--- src/hdl/dmp_div.sv ---
// dmp_div: restoring divider, one quotient bit per cycle.
// Stand-alone; used by the top level to place a line's pixels in blocks.
module dmp_div #(
  parameter int unsigned NUM_W = 10,
  parameter int unsigned DEN_W = 7
) (
  input  logic             clk_i,
  input  logic             rst_ni,
  input  logic             start_i,
  input  logic [NUM_W-1:0] num_i,
  input  logic [DEN_W-1:0] den_i,
  output logic             done_o,
  output logic [NUM_W-1:0] quot_o,
  output logic [DEN_W-1:0] rem_o
);

  localparam int unsigned CNT_W = $clog2(NUM_W + 1);

  logic [CNT_W-1:0] cnt_q, cnt_d;
  logic             done_q, done_d;
  logic [NUM_W-1:0] quo_q, quo_d;
  logic [DEN_W-1:0] rem_q, rem_d;
  logic [DEN_W-1:0] den_q, den_d;
  logic [DEN_W:0]   trial;
  logic             fits;

  // One shift-subtract step: bring down the next dividend bit
  always_comb begin
    trial = {rem_q, quo_q[NUM_W-1]};
    fits  = trial >= {1'b0, den_q};
    cnt_d = cnt_q;
    quo_d = quo_q;
    rem_d = rem_q;
    den_d = den_q;
    if (start_i) begin
      cnt_d = CNT_W'(NUM_W);
      quo_d = num_i;
      rem_d = '0;
      den_d = den_i;
    end else if (cnt_q != '0) begin
      cnt_d = cnt_q - CNT_W'(1);
      quo_d = {quo_q[NUM_W-2:0], fits};
      rem_d = fits ? DEN_W'(trial - {1'b0, den_q}) : trial[DEN_W-1:0];
    end
    done_d = (cnt_q == CNT_W'(1)) && !start_i;
  end

  always_ff @(posedge clk_i or negedge rst_ni) begin
    if (!rst_ni) begin
      cnt_q  <= '0;
      done_q <= 1'b0;
    end else begin
      cnt_q  <= cnt_d;
      done_q <= done_d;
    end
  end

  always_ff @(posedge clk_i) begin
    quo_q <= quo_d;
    rem_q <= rem_d;
    den_q <= den_d;
  end

  assign done_o = done_q;
  assign quot_o = quo_q;
  assign rem_o  = rem_q;

endmodule

--- config.mk ---
export PLATFORM = sky130hd
export DESIGN_NAME = dmp_div
export DESIGN_NICKNAME = d
export VERILOG_FILES = /design/src/hdl/dmp_div.sv
export SDC_FILE = /design/constraint.sdc
export NUM_CORES = 1
export LEC_CHECK = 0
export BUFFER_PORTS_ARGS = -buffer_cell sky130_fd_sc_hd__buf_2
export CAP_MARGIN = 10
export CORE_UTILIZATION = 30
export DETAILED_ROUTE_END_ITERATION = 16
export SLEW_MARGIN = 25
export SYNTH_ARGS = -nofsm -noshare
export SYNTH_HDL_FRONTEND = slang
export SYNTH_SLANG_ARGS = --single-unit
--- constraint.sdc ---
create_clock -name clk_i -period 4.5 [get_ports clk_i]
set_input_delay 0.45 -clock clk_i [delete_from_list [all_inputs] [get_ports clk_i]]
set_output_delay 0.45 -clock clk_i [all_outputs]
set_load 0.02 [all_outputs]
== Word-level counts from Yosys, hierarchy flattened ==
Cells that the tools add are included.

* Bits in registers: 29
* Input port bits: 20
* Output and inout bits: 18

* $add $sub $neg: 2
* Magnitude comparators: 1
* Equality and inequality tests: 1
* Muxes and demuxes: 5
* Reduce and logical (&&, ||, !) cells: 4

{| class="wikitable"
|+ Operators by type and width
! cell !! count
|-
| $mux 10 || 2
|-
| $ge 8x7->1 || 1
|-
| $mux 4 || 2
|-
| $mux 7 || 1
|-
| $sub 7x7->7 || 1
|-
| $eq 4x1->1 const B || 1
|-
| $reduce_bool 4->1 || 1
|-
| $sub 4x1->4 const B || 1
|-
| $reduce_bool 2->1 || 1
|-
| $logic_and 1x1->1 || 1
|-
| $logic_not 1->1 || 1
|}

== Longest topological paths before layout ==
* Word-level depth: 3
* Depth in mapped cells: 9
* Gate-level depth less buffers: 8

== Worst setup path before layout ==
Ideal clock, no wire load.

* Path kind: reg2reg
* Start: register quo_q[9] (netlist: quot_o[9])
* End: register rem_q[1] (netlist: rem_o[1])
* Library setup time: 0.117 ns
* Data arrival time: 2.076 ns
* Data required time: 4.383 ns
* Path slack: 2.307 ns
* Cell stages (with the launch flop): 10
* Buffers on the path: 1
* Cell sequence: edfxtp_1 -> inv_1 -> ha_1 -> fa_1 -> nand2b_1 -> o2bb2ai_2 -> a31oi_1 -> buf_6 -> o21ai_0 -> a32o_1

* Longest elaborated chain between the ends: 2

{| class="wikitable"
|+ RTL lines
! what !! RTL line !! source
|-
| from (decl) || 21 || <nowiki>logic [NUM_W-1:0] quo_q, quo_d;</nowiki>
|-
| from (signal assigned) || 59 || <nowiki>quo_q <= quo_d;</nowiki>
|-
| $sub 7x7->7 / $ge 8x7->1 (equally long branches) || 43, 30 ||
|-
| $mux 7 * || 43 || <nowiki>rem_d = fits ? DEN_W'(trial - {1'b0, den_q}) : trial[DEN_W-1:0];</nowiki>
|-
| to (signal assigned) || 60 || <nowiki>rem_q <= rem_d;</nowiki>
|-
| to (decl) || 22 || <nowiki>logic [DEN_W-1:0] rem_q, rem_d;</nowiki>
|}

Every way passes the cells marked *; elsewhere a longest branch is shown, timed or not.
A chain may end at the register's enable or synchronous reset.

== Worst setup path after layout ==
Ends and elaborated chain as after synthesis.

==> impl_metrics.json <==
{
  "yosysMostFrequentCell": "edfxtp_1",
  "cts-root-buf": "clkbuf_8",
  "drt_iter0_drc": 48,
  "layout_setup_ws_ns": 2.00,
  "path_class": "reg -> reg",
  "syn_inst": 144,
  "yosysWarnings": 0,
  "grt_start_max_net_pins": 24,
  "yosysSeqAreaShare_pct": 48.9,
  "vdd_ir_drop_max_mv": 0.255,
  "gp_congestion": 0.745,
  "synth_top_area_share_pct": 32.2,
  "setup_violations": 0,
  "routed_wl_um": 3170,
  "synth_flop_cell": "edfxtp_1",
  "synth.largest_area_cell": "edfxtp_1",
  "synth_edf_count": 17,
  "grt_pass1_wl_um": 5290,
  "drtPass1Iterations": 4,
  "port_buffers": 37,
  "powerDensity_nw_per_um2": 526,
  "wl_per_cell_um": 12.5,
  "vias": 1185,
  "io_pins": 38,
  "ys_ff_latch": 29,
  "min_period_ns": 2.50,
  "startpoint_type": "flip-flop",
  "tightest_slew_ns": 0.797,
  "post-route-period-util_pct": 55.6,
  "post-dp-hpwl_um": 2240,
  "slew_viol_final": 0,
  "syn_to_final_growth_pct": 22.7,
  "ant_nets": 0,
  "whs_endpoint": "den_q[2]",
  "syn_area_um2": 1590,
  "cp-end-kind": "flip-flop",
  "slew-limit-headroom_pct": 46.6,
  "core.rowCount": 26,
  "cp_data_arrival_time_ns": 2.68,
  "ctsLongestPathBuffers": 2,
  "timing.fmax_ghz": 0.400,
  "r2r-start": "quot_o[9]",
  "grt-ovfl-total": 0,
  "status": "finished, final reports clean",
  "synth_area_leaders": "edfxtp_1 32%, dfxtp_1 8.8%, dfrtp_1 7.9%",
  "reg2reg_depth": 8,
  "synth_nets": 174,
  "cts_hold_buf": 1,
  "crit_required_ns": 4.68,
  "initial_utilization_pct": 31.1,
  "hold_viol_final": 0,
  "fp.dieArea_um2": 5590,
  "fp.dieH_um": 74.8,
  "antenna_found_initial": 0,
  "vias_per_cell": 4.68,
  "synth_common_cells": "17 x edfxtp_1, 15 x inv_1, 11 x mux2_2",
  "path_max_fanout": 11,
  "cts_setup_buffers": 0,
  "coreArea_um2": 5110,
  "path_clk_slew_ns": 0.06,
  "setup.worst_path.start": "quot_o[9]",
  "clkLatencyLatePin_ns": 0.29,
  "max_cap_violations": 0,
  "r2r_slack_ns": 2.00,
  "leakage_nw": 0.822,
  "cts_tree": "yes",
  "ctsResizeCount": 0,
  "antenna-diode-count": 0,
  "clock_skew_ns": 0.00817,
  "first_global_vias": 1127,
  "hp-start": "den_i[2]",
  "async_flop_share_pct": 17.2,
  "drive_above_1_share_pct": 33.3,
  "fin_nets": 212,
  "total_power_mw": 1.03,
  "dieWidth_um": 74.8,
  "drc": 0,
  "grtUsageTotal_pct": 13.1,
  "syn_area_per_cell_um2": 11.0,
  "final.setup.tns_ns": 0,
  "clock_sinks": 29,
  "min_path_cells": 1,
  "r2r_end": "rem_o[1]",
  "cts_inserted_buffers": 5,
  "worstHoldPathType": "in -> reg",
  "post-route-util_pct": 38.1,
  "rsz0062_at_grt": "false",
  "synth_cell_type_count": 44,
  "h-tree-depth": 2,
  "dp_worst_setup_slack_ns": 2.03
}
cell type report:
type                            count  area [um^2]
Clock inverter                      2         37.5
Tap cell                           70         87.6
Clock buffer                        6         82.6
Timing Repair Buffer               38          195
Multi-Input combinational cell     93          713
Sequential cell                    29          776
Inverter                           15         56.3
Fill cell                         507         3160
per-stage QoR:
| step | instance area (um^2) | instances | hold WS, ns |
|---|---|---|---|
| 2_1_floorplan | 1590 | 144 | 0.154 |
| 3_3_place_gp | 1820 | 244 | 0.274 |
| 3_5_place_dp | 1820 | 244 | 0.275 |
| 4_1_cts | 1950 | 253 | 0.324 |
| 5_1_grt | 1950 | 253 | 0.325 |
| 6_report | 1950 | 253 | 0.337 |
logic make-up after synthesis:
group                    synth area share [%]
AND/OR/NAND/NOR                          12.2
adder cells (fa/ha/maj)                  8.35
XOR/XNOR                                 1.10
multiplexers                             8.43
AO/OA/AOI/OAI                            14.8
flip-flops                               48.9
buffers and inverters                    6.22
registers in the layout (all words and copies together), names as in the netlist:
signal / cells
cnt_q: 4
den_q: 7
done_o: 1
quot_o: 10
rem_o: 7
critical path, cell delays in order, from the launching register on:
cell and delay (ns):
edfxtp_1 0.34, inv_1 0.05, ha_1 0.21, fa_1 0.38, nand2b_1 0.18, o2bb2ai_2 0.16, a31oi_1 0.59, o21ai_0 0.20
a32o_1 0.28
where the power goes:
group          internal [mW]  leakage, nW  switching (mW)
Clock                  0.180       0.0574           0.105
Sequential             0.334        0.293          0.0380
Combinational          0.158        0.471           0.211
Total                  0.671        0.822           0.354
layout by cell type (no fill, tap or decap), types with 6 or more instances in the layout:
master / synthesis / layout
dfxtp_1: 7 / 7
mux2_2: 11 / 11
buf_2: 1 / 37
o21ai_0: 7 / 7
ha_1: 9 / 9
inv_1: 15 / 15
nor2_1: 7 / 7
edfxtp_1: 17 / 17
nand2_1: 9 / 9
clkbuf_8: 0 / 6
worst max-delay path by stage:
stage	depth (start not counted)	slack (ns)	end
CTS	8	2.02	rem_o[1]
finish	8	2.00	rem_o[1]
global placement	8	2.08	rem_o[1]
detailed placement	8	2.03	rem_o[1]
floorplan	9	2.31	rem_o[1]
global route	8	1.76	rem_o[1]
per-layer routing:
| metal | wire length [um] | up-vias | track usage [%] |
|---|---|---|---|
| met5 | 0 | - | 0 |
| met4 | 79 | 0 | 7.55 |
| met3 | 118 | 6 | 4.02 |
| met2 | 1470 | 28 | 19.5 |
| met1 | 1500 | 545 | 16.9 |
| li1 | - | 606 | - |
Power figures use the tool's default switching activity.
